`config.mk`:
```
export PLATFORM = sky130hd
export DESIGN_NAME = sorted_set_intersect_subtract_top_flat
export DESIGN_NICKNAME = d
export VERILOG_FILES = /design/src/rtl/core/ssis_pkg.sv /design/src/rtl/core/ssis_if.sv /design/src/rtl/core/ssis_front.sv /design/src/rtl/core/ssis_back.sv /design/src/rtl/core/sorted_set_intersect_subtract_top.sv /design/src/flat_wrapper.sv
export SDC_FILE = /design/constraint.sdc
export NUM_CORES = 2
export LEC_CHECK = 0
export BUFFER_PORTS_ARGS = -buffer_cell sky130_fd_sc_hd__buf_4
export CORE_UTILIZATION = 48
export CTS_BUF_LIST = sky130_fd_sc_hd__clkbuf_4 sky130_fd_sc_hd__clkbuf_8
export DETAILED_ROUTE_END_ITERATION = 10
export PLACE_DENSITY = 0.68
export SLEW_MARGIN = 20
export SYNTH_ARGS = -nofsm -noshare
export SYNTH_HDL_FRONTEND = slang
export SYNTH_HIERARCHICAL = 1
export SYNTH_MEMORY_MAX_BITS = 65536
export SYNTH_SLANG_ARGS = --single-unit
```
`constraint.sdc`:
```
create_clock -name clk -period 7.4 [get_ports clk]
set_clock_uncertainty 0.05 [all_clocks]
set_input_delay 0.74 -clock clk [delete_from_list [all_inputs] [get_ports clk]]
set_output_delay 0.74 -clock clk [all_outputs]
set_load 0.01 [all_outputs]
```
`src/rtl/core/ssis_pkg.sv`:
```
`timescale 1ns / 1ps
// Shared types and codes for the sorted set intersect / subtract block.
// No dependencies; every other file imports this package.
package ssis_pkg;

  localparam int VALUE_W = 32;
  localparam int CMD_W   = 2;
  localparam int OP_W    = 2;
  localparam int COUNT_W = 7;

  // Command queue between the front and the back
  localparam int QDEPTH  = 2;
  localparam int QIDX_W  = (QDEPTH > 1) ? $clog2(QDEPTH) : 1;
  localparam int QCNT_W  = $clog2(QDEPTH + 1);

  localparam logic [CMD_W-1:0] CMD_LOAD_FIRST  = 2'd0;
  localparam logic [CMD_W-1:0] CMD_LOAD_SECOND = 2'd1;
  localparam logic [CMD_W-1:0] CMD_RUN         = 2'd2;

  localparam logic [OP_W-1:0] OP_ISECT    = 2'd0;
  localparam logic [OP_W-1:0] OP_COUNT    = 2'd1;
  localparam logic [OP_W-1:0] OP_SUBTRACT = 2'd2;

  typedef enum logic [1:0] {
    KIND_LOAD_A,
    KIND_LOAD_B,
    KIND_RUN
  } kind_t;

  typedef struct packed {
    kind_t               kind;
    logic [VALUE_W-1:0]  value;
    logic [OP_W-1:0]     operation;
    logic                bound_enable;
    logic [VALUE_W-1:0]  bound_limit;
  } q_entry_t;

  typedef enum logic [1:0] {
    S_IDLE,
    S_FETCH,
    S_CMP,
    S_FINISH
  } back_state_t;

endpackage

```
`src/rtl/core/ssis_if.sv`:
```
`timescale 1ns / 1ps
// Valid/ready channel interfaces for input items and result items.
// Depends on ssis_pkg for field widths.
interface ssis_in_if;
  import ssis_pkg::*;
  logic                valid;
  logic                ready;
  logic [CMD_W-1:0]    cmd;
  logic [VALUE_W-1:0]  value;
  logic [OP_W-1:0]     operation;
  logic                bound_enable;
  logic [VALUE_W-1:0]  bound_limit;

  modport source (output valid, cmd, value, operation, bound_enable, bound_limit,
                  input ready);
  modport sink   (input valid, cmd, value, operation, bound_enable, bound_limit,
                  output ready);
endinterface

interface ssis_out_if;
  import ssis_pkg::*;
  logic                valid;
  logic                ready;
  logic [VALUE_W-1:0]  element;
  logic                has_element;
  logic [COUNT_W-1:0]  result_count;
  logic                is_last;
  logic                overflow;

  modport source (output valid, element, has_element, result_count, is_last, overflow,
                  input ready);
  modport sink   (input valid, element, has_element, result_count, is_last, overflow,
                  output ready);
endinterface

```
`src/rtl/core/ssis_front.sv`:
```
`timescale 1ns / 1ps
// Front end: accepts input transactions, classifies the command and queues it.
// Depends on ssis_pkg and ssis_in_if.
module ssis_front (
  input  logic               clk,
  input  logic               rst_n,
  ssis_in_if.sink            in_chan,
  output ssis_pkg::q_entry_t q_entry,
  output logic               q_valid,
  input  logic               q_pop
);
  import ssis_pkg::*;

  q_entry_t            fifo_r [QDEPTH];
  logic [QIDX_W-1:0]   wr_ptr_r, wr_ptr_nxt;
  logic [QIDX_W-1:0]   rd_ptr_r, rd_ptr_nxt;
  logic [QCNT_W-1:0]   fill_r, fill_nxt;
  logic                known;
  logic                push;
  q_entry_t            entry;

  always_comb begin
    entry.value        = in_chan.value;
    entry.operation    = in_chan.operation;
    entry.bound_enable = in_chan.bound_enable;
    entry.bound_limit  = in_chan.bound_limit;
    entry.kind         = KIND_RUN;
    known              = 1'b1;
    unique case (in_chan.cmd)
      CMD_LOAD_FIRST:  entry.kind = KIND_LOAD_A;
      CMD_LOAD_SECOND: entry.kind = KIND_LOAD_B;
      CMD_RUN:         entry.kind = KIND_RUN;
      default:         known = 1'b0; // drop unknown commands
    endcase
  end

  assign in_chan.ready = (fill_r != QCNT_W'(QDEPTH));
  assign push          = in_chan.valid && in_chan.ready && known;
  assign q_valid       = (fill_r != '0);
  assign q_entry       = fifo_r[rd_ptr_r];

  always_comb begin
    wr_ptr_nxt = wr_ptr_r;
    rd_ptr_nxt = rd_ptr_r;
    fill_nxt   = fill_r;
    if (push) begin
      wr_ptr_nxt = (wr_ptr_r == QIDX_W'(QDEPTH - 1)) ? '0 : wr_ptr_r + 1'b1;
    end
    if (q_pop && q_valid) begin
      rd_ptr_nxt = (rd_ptr_r == QIDX_W'(QDEPTH - 1)) ? '0 : rd_ptr_r + 1'b1;
    end
    if (push && !(q_pop && q_valid)) begin
      fill_nxt = fill_r + 1'b1;
    end else if (!push && q_pop && q_valid) begin
      fill_nxt = fill_r - 1'b1;
    end
  end

  always_ff @(posedge clk) begin
    if (!rst_n) begin
      wr_ptr_r <= '0;
      rd_ptr_r <= '0;
      fill_r   <= '0;
    end else begin
      wr_ptr_r <= wr_ptr_nxt;
      rd_ptr_r <= rd_ptr_nxt;
      fill_r   <= fill_nxt;
    end
  end

  always_ff @(posedge clk) begin
    if (push) begin
      fifo_r[wr_ptr_r] <= entry;
    end
  end

endmodule

```
`src/rtl/core/ssis_back.sv`:
```
`timescale 1ns / 1ps
// Back end: list storage, load execution, merge walk and output register.
// Depends on ssis_pkg and ssis_out_if; fed by ssis_front.
module ssis_back #(
  parameter int MAX_LEN  = 64,
  parameter int ID_WIDTH = 32
) (
  input  logic               clk,
  input  logic               rst_n,
  input  ssis_pkg::q_entry_t q_entry,
  input  logic               q_valid,
  output logic               q_pop,
  ssis_out_if.source         out_chan
);
  import ssis_pkg::*;

  localparam int IDX_W   = (MAX_LEN > 1) ? $clog2(MAX_LEN) : 1;
  localparam int CNT_W   = $clog2(MAX_LEN + 1);
  localparam int STORE_W = (ID_WIDTH < VALUE_W) ? ID_WIDTH : VALUE_W;

  logic [STORE_W-1:0] mem_a [MAX_LEN];
  logic [STORE_W-1:0] mem_b [MAX_LEN];

  back_state_t        state_r, state_nxt;
  logic [CNT_W-1:0]   cnt_a_r, cnt_a_nxt;
  logic [CNT_W-1:0]   cnt_b_r, cnt_b_nxt;
  logic               ovf_r, ovf_nxt;
  logic [CNT_W-1:0]   i_r, i_nxt;
  logic [CNT_W-1:0]   j_r, j_nxt;
  logic [CNT_W-1:0]   n_r, n_nxt;
  logic [OP_W-1:0]    op_r, op_nxt;
  logic               bnd_en_r, bnd_en_nxt;
  logic [VALUE_W-1:0] bnd_r, bnd_nxt;
  logic               ovf_snap_r, ovf_snap_nxt;
  logic               pend_valid_r, pend_valid_nxt;
  logic [STORE_W-1:0] pend_v_r, pend_v_nxt;
  logic [STORE_W-1:0] a_rd_r, b_rd_r;

  logic               out_valid_r;
  logic [VALUE_W-1:0] out_elem_r;
  logic               out_has_r;
  logic [COUNT_W-1:0] out_cnt_r;
  logic               out_last_r;
  logic               out_ovf_r;

  logic               slot_free;
  logic               push;
  logic [STORE_W-1:0] push_elem;
  logic               push_has;
  logic               push_last;
  logic               we_a, we_b, re;
  logic [VALUE_W-1:0] a_ext, b_ext;
  logic               j_ok, b_lt, b_eq, stop, hit, emit_op;

  assign slot_free = !out_valid_r || out_chan.ready;
  assign a_ext     = VALUE_W'(a_rd_r);
  assign b_ext     = VALUE_W'(b_rd_r);
  assign j_ok      = (j_r < cnt_b_r);
  assign b_lt      = j_ok && (b_ext < a_ext);
  assign b_eq      = j_ok && (b_ext == a_ext);
  assign stop      = bnd_en_r && (a_ext >= bnd_r);
  assign hit       = (op_r == OP_SUBTRACT) ? !b_eq : b_eq;
  assign emit_op   = (op_r != OP_COUNT);

  always_ff @(posedge clk) begin
    if (!rst_n) begin
      state_r <= S_IDLE;
    end else begin
      state_r <= state_nxt;
    end
  end

  always_comb begin
    state_nxt      = state_r;
    cnt_a_nxt      = cnt_a_r;
    cnt_b_nxt      = cnt_b_r;
    ovf_nxt        = ovf_r;
    i_nxt          = i_r;
    j_nxt          = j_r;
    n_nxt          = n_r;
    op_nxt         = op_r;
    bnd_en_nxt     = bnd_en_r;
    bnd_nxt        = bnd_r;
    ovf_snap_nxt   = ovf_snap_r;
    pend_valid_nxt = pend_valid_r;
    pend_v_nxt     = pend_v_r;
    q_pop          = 1'b0;
    we_a           = 1'b0;
    we_b           = 1'b0;
    re             = 1'b0;
    push           = 1'b0;
    push_elem      = pend_v_r;
    push_has       = 1'b1;
    push_last      = 1'b0;
    unique case (state_r)
      S_IDLE: begin
        if (q_valid) begin
          q_pop = 1'b1;
          unique case (q_entry.kind)
            KIND_LOAD_A: begin
              if (cnt_a_r < CNT_W'(MAX_LEN)) begin
                we_a      = 1'b1;
                cnt_a_nxt = cnt_a_r + 1'b1;
              end else begin
                ovf_nxt = 1'b1;
              end
            end
            KIND_LOAD_B: begin
              if (cnt_b_r < CNT_W'(MAX_LEN)) begin
                we_b      = 1'b1;
                cnt_b_nxt = cnt_b_r + 1'b1;
              end else begin
                ovf_nxt = 1'b1;
              end
            end
            KIND_RUN: begin
              op_nxt         = q_entry.operation;
              bnd_en_nxt     = q_entry.bound_enable;
              bnd_nxt        = q_entry.bound_limit;
              ovf_snap_nxt   = ovf_r;
              i_nxt          = '0;
              j_nxt          = '0;
              n_nxt          = '0;
              pend_valid_nxt = 1'b0;
              if (q_entry.operation == OP_ISECT || q_entry.operation == OP_COUNT ||
                  q_entry.operation == OP_SUBTRACT) begin
                state_nxt = S_FETCH;
              end else begin
                state_nxt = S_FINISH;
              end
            end
            default: ;
          endcase
        end
      end
      S_FETCH: begin
        if (i_r < cnt_a_r) begin
          re        = 1'b1;
          state_nxt = S_CMP;
        end else begin
          state_nxt = S_FINISH;
        end
      end
      S_CMP: begin
        priority if (stop) begin
          state_nxt = S_FINISH;
        end else if (b_lt) begin
          j_nxt     = j_r + 1'b1;
          state_nxt = S_FETCH;
        end else if (hit && emit_op && pend_valid_r && !slot_free) begin
          // hold until the output register can take the pending result
          state_nxt = S_CMP;
        end else begin
          if (b_eq) begin
            j_nxt = j_r + 1'b1;
          end
          i_nxt = i_r + 1'b1;
          if (hit) begin
            n_nxt = n_r + 1'b1;
            if (emit_op) begin
              push           = pend_valid_r;
              pend_v_nxt     = a_rd_r;
              pend_valid_nxt = 1'b1;
            end
          end
          state_nxt = S_FETCH;
        end
      end
      S_FINISH: begin
        if (slot_free) begin
          push      = 1'b1;
          push_elem = pend_valid_r ? pend_v_r : '0;
          push_has  = pend_valid_r;
          push_last = 1'b1;
          cnt_a_nxt = '0;
          cnt_b_nxt = '0;
          ovf_nxt   = 1'b0;
          state_nxt = S_IDLE;
        end
      end
      default: state_nxt = S_IDLE;
    endcase
  end

  always_ff @(posedge clk) begin
    if (!rst_n) begin
      cnt_a_r      <= '0;
      cnt_b_r      <= '0;
      ovf_r        <= 1'b0;
      pend_valid_r <= 1'b0;
      out_valid_r  <= 1'b0;
    end else begin
      cnt_a_r      <= cnt_a_nxt;
      cnt_b_r      <= cnt_b_nxt;
      ovf_r        <= ovf_nxt;
      pend_valid_r <= pend_valid_nxt;
      if (push) begin
        out_valid_r <= 1'b1;
      end else if (out_chan.ready) begin
        out_valid_r <= 1'b0;
      end
    end
  end

  always_ff @(posedge clk) begin
    i_r        <= i_nxt;
    j_r        <= j_nxt;
    n_r        <= n_nxt;
    op_r       <= op_nxt;
    bnd_en_r   <= bnd_en_nxt;
    bnd_r      <= bnd_nxt;
    ovf_snap_r <= ovf_snap_nxt;
    pend_v_r   <= pend_v_nxt;
    if (push) begin
      out_elem_r <= VALUE_W'(push_elem);
      out_has_r  <= push_has;
      out_cnt_r  <= COUNT_W'(n_r);
      out_last_r <= push_last;
      out_ovf_r  <= ovf_snap_r;
    end
  end

  always_ff @(posedge clk) begin
    if (we_a) begin
      mem_a[cnt_a_r[IDX_W-1:0]] <= q_entry.value[STORE_W-1:0];
    end
    if (re) begin
      a_rd_r <= mem_a[i_r[IDX_W-1:0]];
    end
  end

  always_ff @(posedge clk) begin
    if (we_b) begin
      mem_b[cnt_b_r[IDX_W-1:0]] <= q_entry.value[STORE_W-1:0];
    end
    if (re) begin
      b_rd_r <= mem_b[j_r[IDX_W-1:0]];
    end
  end

  assign out_chan.valid        = out_valid_r;
  assign out_chan.element      = out_elem_r;
  assign out_chan.has_element  = out_has_r;
  assign out_chan.result_count = out_cnt_r;
  assign out_chan.is_last      = out_last_r;
  assign out_chan.overflow     = out_ovf_r;

  a_cmp_in_range: assert property (@(posedge clk) disable iff (!rst_n)
    (state_r == S_CMP) |-> (i_r < cnt_a_r))
    else $error("compare issued past the end of the first list");

  a_j_in_range: assert property (@(posedge clk) disable iff (!rst_n)
    (state_r != S_IDLE) |-> (j_r <= cnt_b_r))
    else $error("second list index ran beyond its fill");

  a_run_clears: assert property (@(posedge clk) disable iff (!rst_n)
    (state_r == S_FINISH && slot_free) |=> (cnt_a_r == '0 && cnt_b_r == '0 && !ovf_r))
    else $error("lists not cleared at the end of a run");

  a_elem_counted: assert property (@(posedge clk) disable iff (!rst_n)
    (out_valid_r && out_has_r) |-> (out_cnt_r != '0))
    else $error("result id carried with a zero count");

  a_no_push_while_full: assert property (@(posedge clk) disable iff (!rst_n)
    push |-> slot_free)
    else $error("output register overwritten while held");

endmodule

```
`src/rtl/core/sorted_set_intersect_subtract_top.sv`:
```
`timescale 1ns / 1ps
// Loads: one transaction a cycle while the queue has room and the back end is idle; each
// is executed as it leaves the queue. Run: each merge step reads both lists, then compares,
// advancing the second list index, or the first (and the second too on a match).
// Results leave through one output register; the walk stalls only when it is held.
// Reset (rst_n low, synchronous) empties both lists, the queue and the overflow flag.
module sorted_set_intersect_subtract_top #(
  parameter int MAX_LEN  = 64,
  parameter int ID_WIDTH = 32
) (
  input  logic        clk,
  input  logic        rst_n,
  ssis_in_if.sink     in_chan,
  ssis_out_if.source  out_chan
);
  import ssis_pkg::*;

  q_entry_t q_entry;
  logic     q_valid;
  logic     q_pop;

  ssis_front u_front (
    .clk     (clk),
    .rst_n   (rst_n),
    .in_chan (in_chan),
    .q_entry (q_entry),
    .q_valid (q_valid),
    .q_pop   (q_pop)
  );

  ssis_back #(
    .MAX_LEN  (MAX_LEN),
    .ID_WIDTH (ID_WIDTH)
  ) u_back (
    .clk      (clk),
    .rst_n    (rst_n),
    .q_entry  (q_entry),
    .q_valid  (q_valid),
    .q_pop    (q_pop),
    .out_chan (out_chan)
  );

endmodule

```
`src/flat_wrapper.sv`:
```
// flat-port wrapper written by rule: the top's interface ports become plain ports
module sorted_set_intersect_subtract_top_flat import ssis_pkg::*;
#(
  parameter int MAX_LEN  = 64,
  parameter int ID_WIDTH = 32
)
  (clk, rst_n, in_chan_valid, in_chan_cmd, in_chan_value, in_chan_operation, in_chan_bound_enable, in_chan_bound_limit, in_chan_ready, out_chan_valid, out_chan_element, out_chan_has_element, out_chan_result_count, out_chan_is_last, out_chan_overflow, out_chan_ready);
  ssis_in_if in_chan_i ();
  ssis_out_if out_chan_i ();
  input  logic clk;
  input  logic rst_n;
  input wire logic [$bits(in_chan_i.valid)-1:0] in_chan_valid;
  input wire logic [$bits(in_chan_i.cmd)-1:0] in_chan_cmd;
  input wire logic [$bits(in_chan_i.value)-1:0] in_chan_value;
  input wire logic [$bits(in_chan_i.operation)-1:0] in_chan_operation;
  input wire logic [$bits(in_chan_i.bound_enable)-1:0] in_chan_bound_enable;
  input wire logic [$bits(in_chan_i.bound_limit)-1:0] in_chan_bound_limit;
  output wire logic [$bits(in_chan_i.ready)-1:0] in_chan_ready;
  output wire logic [$bits(out_chan_i.valid)-1:0] out_chan_valid;
  output wire logic [$bits(out_chan_i.element)-1:0] out_chan_element;
  output wire logic [$bits(out_chan_i.has_element)-1:0] out_chan_has_element;
  output wire logic [$bits(out_chan_i.result_count)-1:0] out_chan_result_count;
  output wire logic [$bits(out_chan_i.is_last)-1:0] out_chan_is_last;
  output wire logic [$bits(out_chan_i.overflow)-1:0] out_chan_overflow;
  input wire logic [$bits(out_chan_i.ready)-1:0] out_chan_ready;
  assign in_chan_i.valid = in_chan_valid;
  assign in_chan_i.cmd = in_chan_cmd;
  assign in_chan_i.value = in_chan_value;
  assign in_chan_i.operation = in_chan_operation;
  assign in_chan_i.bound_enable = in_chan_bound_enable;
  assign in_chan_i.bound_limit = in_chan_bound_limit;
  assign in_chan_ready = in_chan_i.ready;
  assign out_chan_valid = out_chan_i.valid;
  assign out_chan_element = out_chan_i.element;
  assign out_chan_has_element = out_chan_i.has_element;
  assign out_chan_result_count = out_chan_i.result_count;
  assign out_chan_is_last = out_chan_i.is_last;
  assign out_chan_overflow = out_chan_i.overflow;
  assign out_chan_i.ready = out_chan_ready;
  sorted_set_intersect_subtract_top #(.MAX_LEN(MAX_LEN), .ID_WIDTH(ID_WIDTH)) u_core (.clk(clk), .rst_n(rst_n), .in_chan(in_chan_i), .out_chan(out_chan_i));
endmodule
```
# ---- Yosys cells after proc, flatten, opt, wreduce, memory -nomap -nowiden
# Memory sizes are Yosys's and may differ from the RTL's. A register that Yosys moved wholly into a read port is not among the register bits.
# Cells that the tools add are included.
dict set report op_classes {
  add_sub_neg 9
  n_bitwise 3
  n_reduce_logical 41
  eq_ne 30
  magnitude_cmp 6
  muxes 87
}
# op count
set op_table {}
lappend op_table {{two-way mux 7 bit} 20}
lappend op_table {{two-way mux 32 bit} 3}
lappend op_table {{case mux 7 bit (2 select lines)} 5}
lappend op_table {{two-way mux 1 bit} 44}
lappend op_table {{adder 7 x 1 -> 7 bit, second input constant} 5}
lappend op_table {{== test 32 bit} 1}
lappend op_table {{greater-or-equal comparator 32 bit} 1}
lappend op_table {{less-than comparator 32 bit} 1}
lappend op_table {{AND reduction 6 bit} 4}
lappend op_table {{two-way mux 2 bit} 9}
lappend op_table {{!= test 2 bit, second input constant} 9}
lappend op_table {{less-than comparator 7 bit} 2}
lappend op_table {{less-than comparator 7 bit, second input constant} 2}
lappend op_table {{== test 2 bit, second input constant} 6}
lappend op_table {{logical AND 1 bit} 12}
lappend op_table {{!= test 3 bit, second input constant} 4}
lappend op_table {{!= test 2 x 1 -> 1 bit, second input constant} 5}
lappend op_table {{AND reduction 5 bit} 2}
lappend op_table {{nonzero test 2 bit} 5}
lappend op_table {{== test 2 x 1 -> 1 bit, second input constant} 4}
lappend op_table {{zero test 2 bit} 4}
lappend op_table {{case mux 1 bit (2 select lines)} 4}
lappend op_table {{case mux 2 bit (4 select lines)} 1}
lappend op_table {{AND reduction 8 bit} 1}
lappend op_table {{12 further kinds} 22}
dict set report word_totals {
  input_bits 73
  mem_bits_rw 4234
  reg_bits 154
  out_inout_bits 44
  wordCells 201
  memories 3
}
# name depth width read_ports rd_ports_with_merged_regs wr line_no
set mem_list {}
lappend mem_list {u_core.u_back.mem_a 64 32 1 1 1 ssis_back.sv:21} ;# logic [STORE_W-1:0] mem_a [MAX_LEN];
lappend mem_list {u_core.u_back.mem_b 64 32 1 1 1 ssis_back.sv:22} ;# logic [STORE_W-1:0] mem_b [MAX_LEN];
lappend mem_list {u_core.u_front.fifo_r 2 69 1 1 1 ssis_front.sv:14} ;# q_entry_t fifo_r [QDEPTH];

# ---- Depth between registers and ports, before layout
dict set report depth {
  ltp_word 12
  ltp_mapped 11
  depth_no_buf 9
}

# ---- Modules after synthesis
# The synthesis kept the hierarchy.
# mod cells_per_inst seq_area_each_um2 area_per_inst_um2 n_inst
set modules_own_cells {}
lappend modules_own_cells {ssis_back 6623 129233.9 164731.7 1}
lappend modules_own_cells {ssis_front 245 4244.1 5297.6 1}

# ---- Least setup slack after synthesis
# OpenSTA, ideal clock, no wires.
dict set report synth_path {
  kind {in2reg}
  from {in in_chan_valid}
  to {mem u_core/u_front/fifo_r[0][0] (netlist bit) (enable)}
  setup_ps 584
  path_slack_ps 1053
  n_path_buf 0
  arrival_time_ps 5713
  stages 2
  path_cell_list {a21bo_2 -> nor3_1}
}
dict set report synth_via {
  elab_chain_len 4
}
# item line_no
set synth_rtl {}
lappend synth_rtl {{start: declaration} flat_wrapper.sv:12} ;# input wire logic [$bits(in_chan_i.valid)-1:0] in_chan_valid;
lappend synth_rtl {{logical AND 1 bit (2 in series)} ssis_front.sv:38} ;# assign push = in_chan.valid && in_chan.ready && known;
lappend synth_rtl {{two-way mux 1 bit} ssis_front.sv:72} ;# if (push) begin
lappend synth_rtl {{two-way mux 1 bit (not written as such)} ssis_front.sv:73} ;# fifo_r[wr_ptr_r] <= entry;
lappend synth_rtl {{end: declaration} ssis_front.sv:14}
# No other way between the ends.

==> impl_metrics.toml <==
[job]
maxCapViolations = 0

[logic_synthesis]
ys_warn_count = 6
netlist_instances = 6868
synth_area_leaders = "edfxtp_1 78%, mux4_2 18%, ha_1 0.63%"
synthSimpleGateAreaFrac = 0.0103
synth_top_family_by_area = "multiplexers"
synth-compound-area-share = 0.00384
synthesis.area_um2 = 170000
synth_cell_type_count = 60
ys_seq_area_frac = 0.785
muxShareOfSynthArea = 0.183
synth_nets = 7026
synth_top_area_share = 0.782
ys.flop_type = "edfxtp_1"
async_reset_ff_frac = 0
synthXorXnorAreaFrac = 0.00134
yosysTopAreaCell = "edfxtp_1"
syn_area_per_cell_um2 = 24.8
synth_adder_area_share = 0.00625
synth-seq-cells = 4453
synth_edf_count = 4429

[detailed_routing]
detail-route-antenna-nets = 0
avgViaCountPerCell = 6.23
wire_per_inst_um = 33.8
drt-initial-drc-count = 11500
wl_um = 435000
firstDrtPassIters = 9
drt-met1-wl_um = 165000
top_layer = "met4"
met3WireLength_um = 49700
num_vias = 80100
drc = 6
wl_met2_um = 202000

[die]
die-area_um2 = 357000
rows = 218
die_w_um = 597
coreArea_um2 = 353000
ioPinCount = 117
start_util = 0.482
die_h_um = 597

[sta]
setup_viol = 0
fmax_ghz = 0.187
tightest_slew_ps = 1270
slew_headroom = 0.152
period_share = 0.724
grt_setup_unrepaired = "no"
period_minus_slack_ps = 5360
finalSetupTns_ps = 0
layout_setup_ws_ps = 2040
drv_slew = 0
hold_viol = 0
fin_hold_ws_ps = 161

[pwr]
peakVddDrop_uv = 327
power.density_nw_per_um2 = 336
power.total_mw = 64.5
p_leak_nw = 59.4

[clocking]
cts_sinks = 4453
cts_inserted_buffers = 668
cts_setup_buffers = 0
htreeDepth = 6
insertion_delay_ps = 1210
path_clk_slew_ps = 70
cts.root.buffer_cell = "clkbuf_8"
cts_buffer_depth = 4
cts_tree = "yes"

[hold_path]
hold_path.class = "input port to flip-flop"
min_from = "in_chan_valid"

[finish]
n_fill_cell = 25500
drive_gt1_frac = 0.357
syn2layout_area_growth_pct = 13.0
post-route-cell-area_um2 = 192000
final_nets = 7759
utilization = 0.545
fin_cells = 12900

[worst_setup_path]
arrival_ps = 6110
crit_path_end_kind = "flip-flop"
crit_path_start_kind = "flip-flop"
critPathRequiredTime_ps = 8150
cp_max_fo = 36
critPathKind = "flip-flop to flip-flop"

[status]
violations = "design-rule violations"
status = "finished, violations left"

[grt]
antenna_found_initial = 39
grt_pass1_vias = 79800
grtUsageTotal = 0.243
grt_overflow = 0
grt_max_degree = 167
grt_pass1_wl_um = 606000

[placed_design]
dpl_cell_area_um2 = 178000
dp_hpwl_um = 249000
place.gp.congestion = 0.910
dp_cells = 11600
numPortBuffers = 116
place_worst_setup_slack_ps = 2120
==> worst paths after layout <==
path	end	slack [ps]	cells past startpoint
setup / recovery	u_core/u_back/mem_a[1][28]	2040	6
hold / removal	u_core/u_front/wr_ptr_r	160	4
setup reg to reg	u_core/u_back/mem_a[1][28]	2040	6
hold reg to reg	u_core/u_back/ovf_snap_r	420	0
==> metal layers <==
layer  vias up  GRT usage
met1     43100      0.351
met5         -          0
met4         0     0.0954
met2      5034      0.367
met3       734     0.0496
li1      31200          -
==> logic make-up (layout without fill, tap and decap cells) <==
family | Yosys count | after routing
flops | 4453 | 4453
mux | 1416 | 1416
buf+inv | 421 | 1660
simple gates | 367 | 367
compound gates | 100 | 100
fa+ha+maj | 85 | 85
xor+xnor | 26 | 26
other cells | 0 | 34
==> synthesized netlist by cell type (all sizes together) (6+ instances only) <==
cell,instances
edfxtp,4429
ha,85
nor3,38
nand2b,9
clkbuf,181
xnor2,16
dfxtp,24
nand4,13
nor2b,7
xor2,10
inv,89
mux2,69
mux4,1344
or3,6
nand3,43
buf,150
nor2,147
a21o,7
and2,37
nand2,46
o21ai,24
a21oi,31
==> cell usage in the layout, fill, tap and decap left out, types with 5 or more instances in the layout <==
cell type and instances:
a21o_1 7, a21oi_1 30, and2_1 37, buf_12 24, buf_16 12, buf_4 286, bufinv_16 12, clkbuf_4 200
clkbuf_8 684, clkinv_1 164, clkinv_2 68, clkinv_8 6, clkinvlp_4 17, dfxtp_1 23, diode_2 34, dlygate4sd3_1 72
edfxtp_1 4429, ha_1 85, inv_1 89, inv_6 9, inv_8 12, mux2_2 35, mux2_4 34, mux4_2 1344
nand2_1 46, nand2b_1 9, nand3_1 43, nand4_1 13, nor2_1 50, nor2_4 97, nor2b_1 5, nor3_1 5
nor3_2 33, o21ai_0 22, or3_1 5, xnor2_1 16, xor2_1 10
==> registers in the layout, indices dropped and copies added (netlist names), 7 cells and up, named ones only <==
signal and count:
u_core/u_back/i_r 7, u_core/u_back/pend_v_r 32, u_core/u_back/mem_a 2048, u_core/u_back/cnt_a_r 7
u_core/u_front/fifo_r 138, u_core/u_back/out_chan.result_count 7, u_core/u_back/n_r 7, u_core/u_back/cnt_b_r 7
u_core/u_back/bnd_r 32, u_core/u_back/b_ext 32, u_core/u_back/mem_b 2048, u_core/u_back/j_r 7
u_core/u_back/a_ext 32, u_core/u_back/out_chan.element 32
==> area by class of cell <==
type | instances | area (µm²) | share of cell area
Sequential cell | 4453 | 133000 | 0.695
Clock inverter | 292 | 1820 | 0.00947
Multi-Input combinational cell | 1994 | 35800 | 0.187
Timing Repair Buffer | 394 | 3680 | 0.0192
Tap cell | 4730 | 5920 | 0.0308
Inverter | 90 | 338 | 0.00176
Clock buffer | 884 | 10900 | 0.0568
Antenna cell | 34 | 85.1 | 0.000443
==> repair_timing <==
action,CTS,global route
hold buffers,72,0
endpoints found under the setup margin,0,0
hold endpoints to repair,155,0
resized for setup,0,0
==> power by group <==
| part | total, mW | internal (mW) | leakage, nW | switching, mW |
|---|---|---|---|---|
| registers | 29.6 | 29.4 | 40.0 | 0.264 |
| clock network | 19.4 | 10.0 | 6.72 | 9.31 |
| logic | 15.5 | 6.23 | 12.7 | 9.26 |
| total | 64.5 | 45.7 | 59.4 | 18.8 |
==> worst max-delay path, stage by stage (launching register included) <==
cell	delay, ps
dfxtp_4	710
mux2_2	460
nand2b_1	200
or3_2	900
nor2_1	620
nand3_1	760
nor2_4	1150
(Power assumes the default switching activity.)
